--- config.mk ---
export PLATFORM = sky130hd
export DESIGN_NAME = c_comment_literal_blanker_core
export DESIGN_NICKNAME = d
export VERILOG_FILES = /design/src/hw/rtl/c_clb_pkg.sv /design/src/hw/rtl/c_comment_literal_blanker_core.sv
export SDC_FILE = /design/constraint.sdc
export NUM_CORES = 1
export LEC_CHECK = 0
export ABC_AREA = 1
export BUFFER_PORTS_ARGS = -buffer_cell sky130_fd_sc_hd__buf_4
export CAP_MARGIN = 30
export CORE_MARGIN = 5
export CORE_UTILIZATION = 60
export DETAILED_ROUTE_END_ITERATION = 8
export GPL_ROUTABILITY_DRIVEN = 0
export HOLD_SLACK_MARGIN = 0.15
export PLACE_DENSITY = 0.78
export SETUP_SLACK_MARGIN = 0.1
export SKIP_LAST_GASP = 1
export SLEW_MARGIN = 20
export SYNTH_ARGS = -nofsm -noshare
export SYNTH_HDL_FRONTEND = slang
export SYNTH_SLANG_ARGS = --single-unit
export TNS_END_PERCENT = 1
--- constraint.sdc ---
create_clock -name aclk -period 3.53 [get_ports aclk]
set_clock_uncertainty 0.1 [all_clocks]
set_input_delay 0.1765 -clock aclk [delete_from_list [all_inputs] [get_ports aclk]]
set_output_delay 0.1765 -clock aclk [all_outputs]
set_load 0.01 [all_outputs]
--- src/hw/rtl/c_clb_pkg.sv ---
// c_clb_pkg: lexer modes and character codes for the comment/literal blanker.
// No dependencies.
`timescale 1ns / 1ps

package c_clb_pkg;

    typedef enum logic [1:0] {
        MODE_CODE  = 2'd0,
        MODE_LINE  = 2'd1,
        MODE_BLOCK = 2'd2,
        MODE_LIT   = 2'd3
    } lex_mode_t;

    typedef logic [7:0] char_t;

    localparam char_t CH_SPACE = 8'h20;
    localparam char_t CH_NL    = 8'h0A;
    localparam char_t CH_SLASH = 8'h2F;
    localparam char_t CH_STAR  = 8'h2A;
    localparam char_t CH_BSL   = 8'h5C;
    localparam char_t CH_DQ    = 8'h22;
    localparam char_t CH_SQ    = 8'h27;

    localparam int unsigned OBUF_DEPTH = 4;
    localparam int unsigned OBUF_AW    = 2;
    localparam int unsigned OBUF_CW    = 3;

endpackage

--- src/hw/rtl/c_comment_literal_blanker_core.sv ---
// c_comment_literal_blanker_core: blanks C comments and literals in a byte stream.
// Depends on c_clb_pkg.
`timescale 1ns / 1ps

// Usage:
//   Slave channel s_*: one source byte per transaction in s_tdata, s_tlast on the
//   final byte of a text. Master channel m_*: cleaned bytes, same total count as
//   the input, m_tlast on the last cleaned byte of the text.
//   Comments and string/char literals come out as spaces; newlines are kept.
//   A '/' in code is held one byte to detect a comment start, so one input
//   transaction yields zero, one or two output transactions.
// Results: each result is registered into the output buffer and presented on m_*
//   from there (a held slash goes out with the following byte).
// Throughput: one byte per cycle while s_tready is high. Results land in a four-entry
//   output buffer; s_tready is high while at least two entries are free, so a stalled
//   receiver backs the input up and nothing is dropped.
// Reset: aresetn (synchronous, active low) empties the buffer and returns the
//   lexer to plain code. After a byte with s_tlast the lexer also returns to
//   plain code, so the next byte starts a new text.
module c_comment_literal_blanker_core (
    input  logic       aclk,
    input  logic       aresetn,
    input  logic       s_tvalid,
    output logic       s_tready,
    input  logic [7:0] s_tdata,   // [7:0] src_byte
    input  logic       s_tlast,   // end_of_text
    output logic       m_tvalid,
    input  logic       m_tready,
    output logic [7:0] m_tdata,   // [7:0] out_byte
    output logic       m_tlast    // final_out
);
    import c_clb_pkg::*;

    lex_mode_t mode_reg, mode_next;
    logic star_reg, star_next;
    logic esc_reg, esc_next;
    logic dq_reg, dq_next;
    logic slash_reg, slash_next;

    logic [8:0] obuf_reg [OBUF_DEPTH];
    logic [OBUF_AW-1:0] wr_ptr_reg, rd_ptr_reg;
    logic [OBUF_CW-1:0] count_reg;

    logic s_fire, m_fire;
    char_t c, b0, b1, code_val, quote_ch;
    logic  last, code_put, f0, f1;
    logic [1:0] n;

    assign s_fire = s_tvalid && s_tready;
    assign m_fire = m_tvalid && m_tready;
    assign c      = s_tdata;
    assign last   = s_tlast;

    assign s_tready = (count_reg <= OBUF_CW'(OBUF_DEPTH - 2));
    assign m_tvalid = (count_reg != '0);
    assign m_tdata  = obuf_reg[rd_ptr_reg][7:0];
    assign m_tlast  = obuf_reg[rd_ptr_reg][8];

    // plain-code handling of one byte, with or without a slash pending
    assign code_put = !(c == CH_SLASH && !last);
    assign code_val = (c == CH_DQ || c == CH_SQ) ? CH_SPACE : c;
    assign quote_ch = dq_reg ? CH_DQ : CH_SQ;

    always_comb begin
        mode_next  = mode_reg;
        star_next  = star_reg;
        esc_next   = esc_reg;
        dq_next    = dq_reg;
        slash_next = slash_reg;
        b0 = CH_SPACE;
        b1 = CH_SPACE;
        n  = 2'd1;
        case (mode_reg)
            MODE_CODE: begin
                if (slash_reg && (c == CH_SLASH || c == CH_STAR)) begin
                    slash_next = 1'b0;
                    n          = 2'd2;
                    mode_next  = (c == CH_SLASH) ? MODE_LINE : MODE_BLOCK;
                    star_next  = 1'b0;
                end else begin
                    if (slash_reg) begin
                        b0 = CH_SLASH;
                        b1 = code_val;
                        n  = code_put ? 2'd2 : 2'd1;
                    end else begin
                        b0 = code_val;
                        n  = code_put ? 2'd1 : 2'd0;
                    end
                    slash_next = !code_put;
                    if (c == CH_DQ || c == CH_SQ) begin
                        mode_next = MODE_LIT;
                        dq_next   = (c == CH_DQ);
                        esc_next  = 1'b0;
                    end
                end
            end
            MODE_LINE: begin
                if (c == CH_NL) begin
                    b0        = CH_NL;
                    mode_next = MODE_CODE;
                end
            end
            MODE_BLOCK: begin
                if (star_reg && c == CH_SLASH) begin
                    mode_next = MODE_CODE;
                    star_next = 1'b0;
                end else if (c == CH_NL) begin
                    b0        = CH_NL;
                    star_next = 1'b0;
                end else begin
                    star_next = (c == CH_STAR);
                end
            end
            MODE_LIT: begin
                if (esc_reg) begin
                    b0       = (c == CH_NL) ? CH_NL : CH_SPACE;
                    esc_next = 1'b0;
                end else if (c == quote_ch) begin
                    mode_next = MODE_CODE;
                end else if (c == CH_BSL) begin
                    esc_next = 1'b1;
                end else if (c == CH_NL) begin
                    b0        = CH_NL;
                    mode_next = MODE_CODE;
                end
            end
            default: begin
                mode_next = MODE_CODE;
            end
        endcase
        if (last) begin
            mode_next  = MODE_CODE;
            star_next  = 1'b0;
            esc_next   = 1'b0;
            dq_next    = 1'b0;
            slash_next = 1'b0;
        end
    end

    assign f0 = last && (n == 2'd1);
    assign f1 = last;

    always_ff @(posedge aclk) begin
        if (!aresetn) begin
            mode_reg   <= MODE_CODE;
            star_reg   <= 1'b0;
            esc_reg    <= 1'b0;
            dq_reg     <= 1'b0;
            slash_reg  <= 1'b0;
            wr_ptr_reg <= '0;
            rd_ptr_reg <= '0;
            count_reg  <= '0;
        end else begin
            if (s_fire) begin
                mode_reg   <= mode_next;
                star_reg   <= star_next;
                esc_reg    <= esc_next;
                dq_reg     <= dq_next;
                slash_reg  <= slash_next;
                wr_ptr_reg <= wr_ptr_reg + OBUF_AW'(n);
            end
            if (m_fire) begin
                rd_ptr_reg <= rd_ptr_reg + 1'b1;
            end
            count_reg <= count_reg + (s_fire ? OBUF_CW'(n) : '0)
                                   - (m_fire ? OBUF_CW'(1) : '0);
        end
    end

    always_ff @(posedge aclk) begin
        if (s_fire && n != 2'd0) begin
            obuf_reg[wr_ptr_reg] <= {f0, b0};
        end
        if (s_fire && n == 2'd2) begin
            obuf_reg[wr_ptr_reg + 1'b1] <= {f1, b1};
        end
    end

    a_count_bound: assert property (@(posedge aclk) disable iff (!aresetn)
        count_reg <= OBUF_CW'(OBUF_DEPTH))
        else $error("output buffer overflow");

    a_slash_in_code: assert property (@(posedge aclk) disable iff (!aresetn)
        slash_reg |-> (mode_reg == MODE_CODE))
        else $error("slash held outside plain code");

    a_last_resets: assert property (@(posedge aclk) disable iff (!aresetn)
        (s_fire && s_tlast) |=> (mode_reg == MODE_CODE && !slash_reg && !esc_reg))
        else $error("lexer state not cleared after last byte");

    a_ptr_gap: assert property (@(posedge aclk) disable iff (!aresetn)
        OBUF_AW'(wr_ptr_reg - rd_ptr_reg) == count_reg[OBUF_AW-1:0])
        else $error("buffer pointers disagree with count");

    a_esc_in_lit: assert property (@(posedge aclk) disable iff (!aresetn)
        esc_reg |-> (mode_reg == MODE_LIT))
        else $error("escape pending outside literal");

endmodule
==> impl_metrics.json, run 1 <==
{
  "worstSetupStartpointType": "input port",
  "clk_pin_slew_ps": 90,
  "wirelength_met1_um": 3030,
  "tightest_slew_ps": 596,
  "rrSetupSlack_ps": 950,
  "placed_area_um2": 3220,
  "via_count": 2621,
  "crit_end": "count_reg[2]",
  "r2r_start": "count_reg[2]",
  "synthCells": 375,
  "async_flop_share_pct": 0,
  "largest_reg_flops": 36,
  "drc": 0,
  "dp.cells": 459,
  "vdd_drop_max_v": 0.000357,
  "cp_common_cell": "inv_1",
  "total_power_mw": 2.08,
  "fin_crit_sh_pct": 85.6,
  "antenna_found_initial": 0,
  "dieArea_um2": 6500,
  "fin_crit_ps": 3020,
  "ios": 24,
  "fmax_mhz": 331,
  "synth_area_um2": 2990,
  "numCtsBuffers": 5,
  "cts_tree": "done",
  "hp-class": "input port to register",
  "setup_ws_ps": 510,
  "ff2ff_path_depth": 12,
  "slowest_stage": "dlygate4sd3_1",
  "firstDrtPassIters": 5,
  "drv_cap": 0,
  "instances_no_fill": 470,
  "p_leak_nw": 1.49,
  "grt_setup_unrepaired": "no",
  "status": "finished clean",
  "end_kind": "register",
  "rows": 25,
  "yosys_warnings": 0,
  "yosysTopAreaCell": "edfxtp_1",
  "drt_iter0_markers": 320,
  "synth.top_cell.area_share_pct": 36.1,
  "htree_levels": 2,
  "synth-edff-count": 36,
  "nets": 421,
  "worstPathCellList": "dlygate4sd3_1 > buf_4 > inv_1 > nand2_1 > ha_1 > nand2_4 > nand2_1 > nand2_1 > ha_1 > inv_1 > ha_1 > inv_1 > fa_1 > xor2_1 > inv_1 > nor2_1",
  "core_um2": 4790,
  "final_area_um2": 3350,
  "dr_wl_met3_um": 353,
  "insertion_delay_ps": 310,
  "grt.overflow.total": 0,
  "grt_pass1_vias": 2436,
  "wirelength_um": 7060,
  "grt_max_degree": 20,
  "critical_path_class": "input port to register",
  "cp.depth": 16,
  "critical_path.max_fanout": 15,
  "cp.arrival_ps": 3120,
  "max_stage_delay_ps": 540,
  "wl_met2_um": 3490,
  "drive_gt1_share_pct": 12.9,
  "track_usage_pct": 23.7,
  "r2r_end": "count_reg[2]",
  "relSlewSlack_pct": 60.2,
  "setup.worst_path.start": "s_tlast",
  "synth_ff_type": "edfxtp_1",
  "syn_to_final_growth_pct": 12.0,
  "worstPathRequired_ps": 3630,
  "dp_slack_ps": 671,
  "clock-sinks": 51,
  "die_h_um": 80.6,
  "n_antenna_cell": 0,
  "wire_per_inst_um": 15.0,
  "yosysMostFrequentCell": "nand2_1",
  "setup_viol": 0,
  "crit_family": "buffers and inverters",
  "finalSetupTns_ps": 0,
  "p_per_area_nw_per_um2": 620,
  "cts_root_buf": "clkbuf_8",
  "seq_area_frac_synth_pct": 46.1,
  "die_w_um": 80.6,
  "synth_area_per_cell_um2": 7.98,
  "ant_nets": 0,
  "routed_via_density": 5.58,
  "synthTopCellsByCount": "nand2_1 (88), nor2_1 (50), inv_1 (41), edfxtp_1 (36), o21ai_0 (32)",
  "worst-path-buf-inv": 6,
  "synthTopCellsByArea": "edfxtp_1 (36%), nand2_1 (11%), dfxtp_1 (10%), nor2_1 (6.3%), o21ai_0 (5.3%)",
  "dp_hpwl_um": 4800,
  "grt_pass1_wl_um": 11700,
  "highest_layer": "met4",
  "initial_utilization_pct": 62.6,
  "drv_slew": 0,
  "hold_violations": 0,
  "cts_buffer_depth": 2,
  "portBuffers": 23,
  "syn-num-nets": 394,
  "ys_ff_latch": 51,
  "n_fill_cell": 396,
  "synth_cell_type_count": 32
}
## worst min path at each step
| stage | from | cells past startpoint | end | slack [ps] |
|---|---|---|---|---|
| 6_report | s_tdata[6] | 3 | obuf_reg[1][6] | 200 |
| 3_5_place_dp | rd_ptr_reg[1] | 2 | register | 350 |
| 2_1_floorplan | aresetn | 2 | register | 250 |
| 5_1_grt | s_tdata[6] | 3 | obuf_reg[2][6] | 200 |
| 3_3_place_gp | rd_ptr_reg[0] | 1 | rd_ptr_reg[0] | 350 |
| 4_1_cts | s_tdata[7] | 3 | obuf_reg[2][7] | 190 |
## metrics by stage
step / utilization [%] / hold slack (ps)
2_1_floorplan: - / 249
4_1_cts: 70.1 / 195
5_1_grt: 70.1 / 199
6_report: 70.1 / 198
3_5_place_dp: 67.2 / 354
3_3_place_gp: 67.2 / 355
## layout by cell type, fill, tap and decap left out, types with 11 or more instances in the layout
cell	n
nor2_1	50
edfxtp_1	36
a21oi_1	11
buf_4	28
o21ai_1	30
o21ai_0	32
nand2_1	88
inv_1	41
dfxtp_1	15
nand3_1	13
## tightest hold or removal path: stages
cell and delay, ps:
buf_4 90, nand2_1 90, o21ai_1 130
## layout make-up
type	count	area, µm²	share of cell area [%]
Clock buffer	5	68.8	2.05
Clock inverter	3	38.8	1.16
Inverter	43	166	4.96
Multi-Input combinational cell	270	1370	41.0
Sequential cell	51	1380	41.2
Tap cell	67	83.8	2.50
Timing Repair Buffer	31	240	7.16
## metal layers
metal  vias to the layer above  track usage [%]
met5                         -                0
met4                         0             11.0
met3                        16             3.81
met2                        97             38.6
met1                      1196             30.8
li1                       1312                -
## logic make-up after synthesis
family	share of synthesized area, %
AND/OR/NAND/NOR	28.0
AO/OA/AOI/OAI	14.5
buffers and inverters	7.98
flip-flops	46.1
adder cells (fa/ha/maj)	2.76
XOR/XNOR	0.585
## what timing repair did
item / 4_1_cts / 5_1_grt
hold buffers: 3 / 0
gates resized for setup: 0 / 0
hold endpoints to repair: 15 / 0
buffers inserted: 0 / 0
## report_power, final
part           internal (mW)  switching, mW
registers              0.780         0.0570
logic                  0.316          0.527
clock network          0.208          0.190
Note: power is estimated with default switching activity, not from simulation.
==> inputs of run 2 (changes only) <==
Settings changed: ABC_AREA 1 to not set, CAP_MARGIN 30 to 10.
==> run 2 against run 1 <==
  * Area after synthesis rose by 4.3%
  * Largest power group is now registers
  * Clock power barely moved
  * Sequential power fell by 3.0%
==> impl_metrics.json, run 2 <==
{
  "hold_violations": 0,
  "rrSetupSlack_ps": 930,
  "grt.overflow.total": 0,
  "critical_path_class": "input port to register",
  "cts_root_buf": "clkbuf_8",
  "syn-num-nets": 301,
  "drc": 0,
  "worstSetupStartpointType": "input port",
  "drv_cap": 0,
  "critical_path.max_fanout": 6,
  "drt_iter0_markers": 134,
  "switching_share_pct": 31.1,
  "yosysTopAreaCell": "edfxtp_1",
  "instances_no_fill": 377,
  "cts_resized": 0,
  "core_um2": 5070,
  "die_h_um": 82.2,
  "n_antenna_cell": 0,
  "synth-edff-count": 36,
  "cts_tree": "done",
  "insertion_delay_ps": 300,
  "final_common_cell": "edfxtp_1",
  "nets": 326,
  "antenna_found_initial": 0,
  "finalSetupTns_ps": 0,
  "synth_cell_type_count": 56,
  "grt_setup_unrepaired": "no",
  "yosys_warnings": 0,
  "clk_pin_slew_ps": 90,
  "routed_via_density": 5.98,
  "largest_reg_flops": 36,
  "synth_area_per_cell_um2": 11.1,
  "drv_slew": 0,
  "power_frac_clock_pct": 22.0,
  "dp_hpwl_um": 4840,
  "grt_pass1_wl_um": 11000,
  "status": "finished clean",
  "dp.cells": 366,
  "fin_crit_ps": 2910,
  "synthCells": 282,
  "worstPathRequired_ps": 3640,
  "grt_pass1_vias": 2184,
  "relSlewSlack_pct": 42.8,
  "ant_nets": 0,
  "total_power_mw": 1.80,
  "htree_levels": 2,
  "async_flop_share_pct": 0,
  "synthTopCellsByCount": "edfxtp_1 (36), nand2_1 (19), o21ai_1 (17), nor2b_1 (16)",
  "portBuffers": 23,
  "initial_utilization_pct": 61.6,
  "numCtsBuffers": 5,
  "comb_power_share_pct": 33.0,
  "rows": 26,
  "cts_buffer_depth": 2,
  "fin_crit_sh_pct": 82.5,
  "clock-sinks": 51,
  "syn_to_final_growth_pct": 12.5,
  "synth.top_cell.area_share_pct": 34.6,
  "synth_area_um2": 3120,
  "tightest_slew_ps": 855,
  "setup_viol": 0,
  "ios": 24,
  "grt_max_degree": 19,
  "fmax_mhz": 343,
  "synthTopCellsByArea": "edfxtp_1 (35%), dfxtp_1 (9.6%), mux4_2 (6.5%), o2111ai_4 (3.4%), nor2b_1 (3.2%)",
  "ys_ff_latch": 51,
  "track_usage_pct": 21.5,
  "seq_area_frac_synth_pct": 44.2,
  "hp-class": "input port to register",
  "dieArea_um2": 6750,
  "p_per_area_nw_per_um2": 513,
  "die_w_um": 82.2,
  "internal-power_mw": 1.24,
  "vdd_drop_max_v": 0.000347,
  "firstDrtPassIters": 4,
  "final_cell_mix": "edfxtp_1 (36), buf_4 (31), nand2_1 (19)",
  "cp.arrival_ps": 3020,
  "p_leak_nw": 1.26,
  "via_count": 2255,
  "n_fill_cell": 393,
  "synth_ff_type": "edfxtp_1",
  "drive_gt1_share_pct": 21.2,
  "p_switching_mw": 0.561,
  "wire_per_inst_um": 17.2,
  "end_kind": "register",
  "yosysMostFrequentCell": "edfxtp_1",
  "p_seq_share_pct": 45.0,
  "wirelength_um": 6470
}
==> run 2: cell types whose count changed in the layout (fill, tap and decap cells not counted), sizes merged, moves of 7 or more <==
cell and change:
o21ai -42, o21a +7, nand2 -77, and2 +10, nand2b +7, inv -36, nor2b +16, nor2 -37
mux4 +9
==> run 2: timing repair <==
| action | CTS | global route |
|---|---|---|
| hold buffers | 3 | 1 |
| buffers inserted | 0 | 0 |
| endpoints found under the hold margin | 22 | 1 |
==> run 2: through the flow <==
step                utilization [%]  instance area, µm²  hold slack [ps]  setup WS [ps]
global route                   69.3                3520              161            447
global placement               66.4                3370              407            317
floorplan                         -                3120              224            579
detailed placement             66.4                3370              410            288
finish                         69.3                3520              160            619
CTS                            69.1                3510              153            611
==> run 2: area by class of cell <==
type                    instances  area [µm²]  area share, %
clock buffers                   5        68.8           1.96
clock inverters                 2        37.5           1.07
inverters                       8        30.0          0.854
multi-input cells             206        1640           46.6
flip-flops and latches         51        1380           39.3
well taps                      70        87.6           2.49
repair buffers                 35         273           7.76
==> run 2: final timing paths <==
kind                    from              to  cells after the start
hold / removal    s_tdata[6]  obuf_reg[1][6]                      2
setup reg to reg   slash_reg    count_reg[2]                     13
hold reg to reg      esc_reg         esc_reg                      2
setup / recovery  s_tdata[4]    count_reg[2]                     16
==> run 2: logic make-up (layout without fill, tap and decap cells) <==
group / count (synthesis) / in the layout / synth area share [%]
AOI/OAI and AO/OA: 71 / 71 / 17.6
xor gates and xnor gates: 9 / 9 / 2.76
adders and majority gates: 6 / 6 / 2.64
buffers and inverters: 25 / 50 / 3.52
DFF: 51 / 51 / 44.2
muxes: 15 / 15 / 8.41
and+or+nand+nor: 105 / 105 / 20.9
==> run 2: critical path: stages <==
cell and delay, ps:
buf_4 140, or4b_4 580, nor2_4 170, nand3_1 100, ha_1 340, nand2b_1 80, nand2_1 90, nand2_1 60
ha_1 270, inv_1 50, ha_1 120, inv_1 40, fa_1 370, xor2_1 160, xnor2_1 130, and2_1 150
==> run 2: power groups by stage <==
stage	clock (mW)	sequential (mW)	combinational, mW
floorplan	0	0.771	0.442
global route	0.433	0.825	0.657
global placement	0	0.823	0.583
finish	0.396	0.812	0.595
detailed placement	0	0.830	0.597
CTS	0.404	0.816	0.602
==> run 2: routing by layer <==
metal	wire length, µm	global-route usage [%]	vias up
met5	0	0	-
met4	71	5.65	0
met3	254	3.90	9
met2	3390	37.2	55
met1	2750	27.9	1082
li1	-	-	1109
==> inputs of run 3 (changes only) <==
Clock period 3.53 ns to 3.05 ns, I/O delays scaled along.
==> run 3 against run 2 <==
  * Global-route usage increased by 0.40 points
  * Worst setup slack got worse by 370 ps
  * Die area unchanged
  * Clock-buffer cell count unchanged
  * Via count increased by 3.3%
  * Combinational power increased by 18%
  * Non-clock buffer count increased by 8
  * Largest cell class unchanged
==> impl_metrics.json, run 3 (same netlist as run 2, synthesis figures left out) <==
{
  "tightest_slew_ps": 712,
  "drt_iter0_markers": 404,
  "track_usage_pct": 21.9,
  "hp-class": "input port to register",
  "p_seq_share_pct": 44.5,
  "drv_slew": 0,
  "clock-sinks": 51,
  "finalSetupTns_ps": 0,
  "htree_levels": 2,
  "drive_gt1_share_pct": 24.4,
  "drv_cap": 0,
  "crit_family": "simple AND/OR/NAND/NOR gates",
  "firstDrtPassIters": 5,
  "n_antenna_cell": 0,
  "worstPathRequired_ps": 3150,
  "wirelength_um": 6800,
  "initial_utilization_pct": 61.6,
  "hold_violations": 0,
  "portBuffers": 23,
  "die_w_um": 82.2,
  "end_kind": "register",
  "die_h_um": 82.2,
  "dp_hpwl_um": 4940,
  "critical_path.max_fanout": 2,
  "final_common_cell": "buf_4",
  "grt_pass1_vias": 2269,
  "final_area_um2": 3600,
  "status": "finished clean",
  "cts_tree": "done",
  "final_cell_mix": "buf_4 (39), edfxtp_1 (36), nand2_1 (18)",
  "dieArea_um2": 6750,
  "placed_area_um2": 3420,
  "ios": 24,
  "comb_power_share_pct": 33.3,
  "nets": 334,
  "setup_viol": 0,
  "via_count": 2329,
  "n_fill_cell": 390,
  "fin_util_pct": 70.9,
  "switching_share_pct": 31.4,
  "fin_crit_ps": 2800,
  "worstSetupStartpointType": "input port",
  "clk_pin_slew_ps": 90,
  "drc": 0,
  "fin_crit_sh_pct": 91.9,
  "whs_ps": 174,
  "vdd_drop_max_v": 0.000425,
  "power_frac_clock_pct": 22.1,
  "fmax_mhz": 357,
  "p_leak_nw": 1.30,
  "p_switching_mw": 0.663,
  "grt_pass1_wl_um": 11200,
  "critical_path_class": "input port to register",
  "numCtsBuffers": 5,
  "grt_setup_unrepaired": "no",
  "internal-power_mw": 1.45,
  "p_per_area_nw_per_um2": 588,
  "max_stage_delay_ps": 560,
  "grt.overflow.total": 0,
  "worstPathCellList": "buf_4 > or4b_4 > nor2_4 > nand3_1 > ha_4 > nand2b_1 > nand2_2 > nand2_1 > ha_1 > inv_1 > ha_1 > inv_1 > fa_1 > xor2_1 > xnor2_1 > and2_1",
  "cts_buffer_depth": 2,
  "largest_reg_flops": 36,
  "relSlewSlack_pct": 52.5,
  "rows": 26,
  "slowest_stage": "or4b_4",
  "cp.arrival_ps": 2910,
  "core_um2": 5070,
  "syn_to_final_growth_pct": 15.1,
  "total_power_mw": 2.11,
  "routed_via_density": 6.03,
  "grt_max_degree": 19,
  "worst-path-buf-inv": 3,
  "wire_per_inst_um": 17.6,
  "insertion_delay_ps": 300,
  "ant_nets": 0,
  "antenna_found_initial": 0,
  "cts_root_buf": "clkbuf_8"
}
## run 3: routing by layer
layer  track usage [%]  part of all wire [%]  vias to the layer above
li1                  -                     -                     1124
met1              28.8                    42                     1108
met2              38.3                    51                       91
met3              3.15                   6.5                        6
met4              4.98                  0.85                        0
met5                 0                     0                        -
## run 3: final cells by class
class	count	area (µm²)	share of cell area (%)
clock buffer	5	68.8	1.91
clock inverter	3	43.8	1.22
inverter	8	33.8	0.939
multi-input combinational	206	1650	45.8
sequential	51	1380	38.4
tap	70	87.6	2.43
timing repair buffer	43	334	9.29
## run 3: final timing paths
| path | endpoint | slack (ps) | depth (start not counted) | startpoint |
|---|---|---|---|---|
| worst max-delay path | count_reg[2] | 250 | 16 | s_tdata[4] |
| worst min-delay path | obuf_reg[3][5] | 170 | 3 | s_tdata[5] |
| worst max register to register | count_reg[2] | 300 | 13 | slash_reg |
| worst min register to register | esc_reg | 450 | 2 | esc_reg |
## run 3: metrics by stage
step,std cells,worst slack [ps]
floorplan,282,123
global placement,374,20.9
detailed placement,374,-75.2
CTS,385,110
global route,386,124
finish,386,246
## run 3: worst min-delay path: stages
cell and delay [ps]:
buf_4 100, nor2_1 80, a21oi_1 130
## run 3: what timing repair did
| action | CTS | global route |
|---|---|---|
| setup buffers | 0 | 1 |
| setup endpoints to repair | 0 | 1 |
| hold endpoints to repair | 17 | 0 |
| hold buffers | 3 | 0 |
| resized for setup | 0 | 5 |
## run 3: power by group through the flow
stage,clock network (mW),logic [mW],registers [mW]
detailed placement,0,0.698,0.960
floorplan,0,0.511,0.893
finish,0.468,0.705,0.941
CTS,0.474,0.706,0.943
global route,0.506,0.766,0.957
global placement,0,0.683,0.953
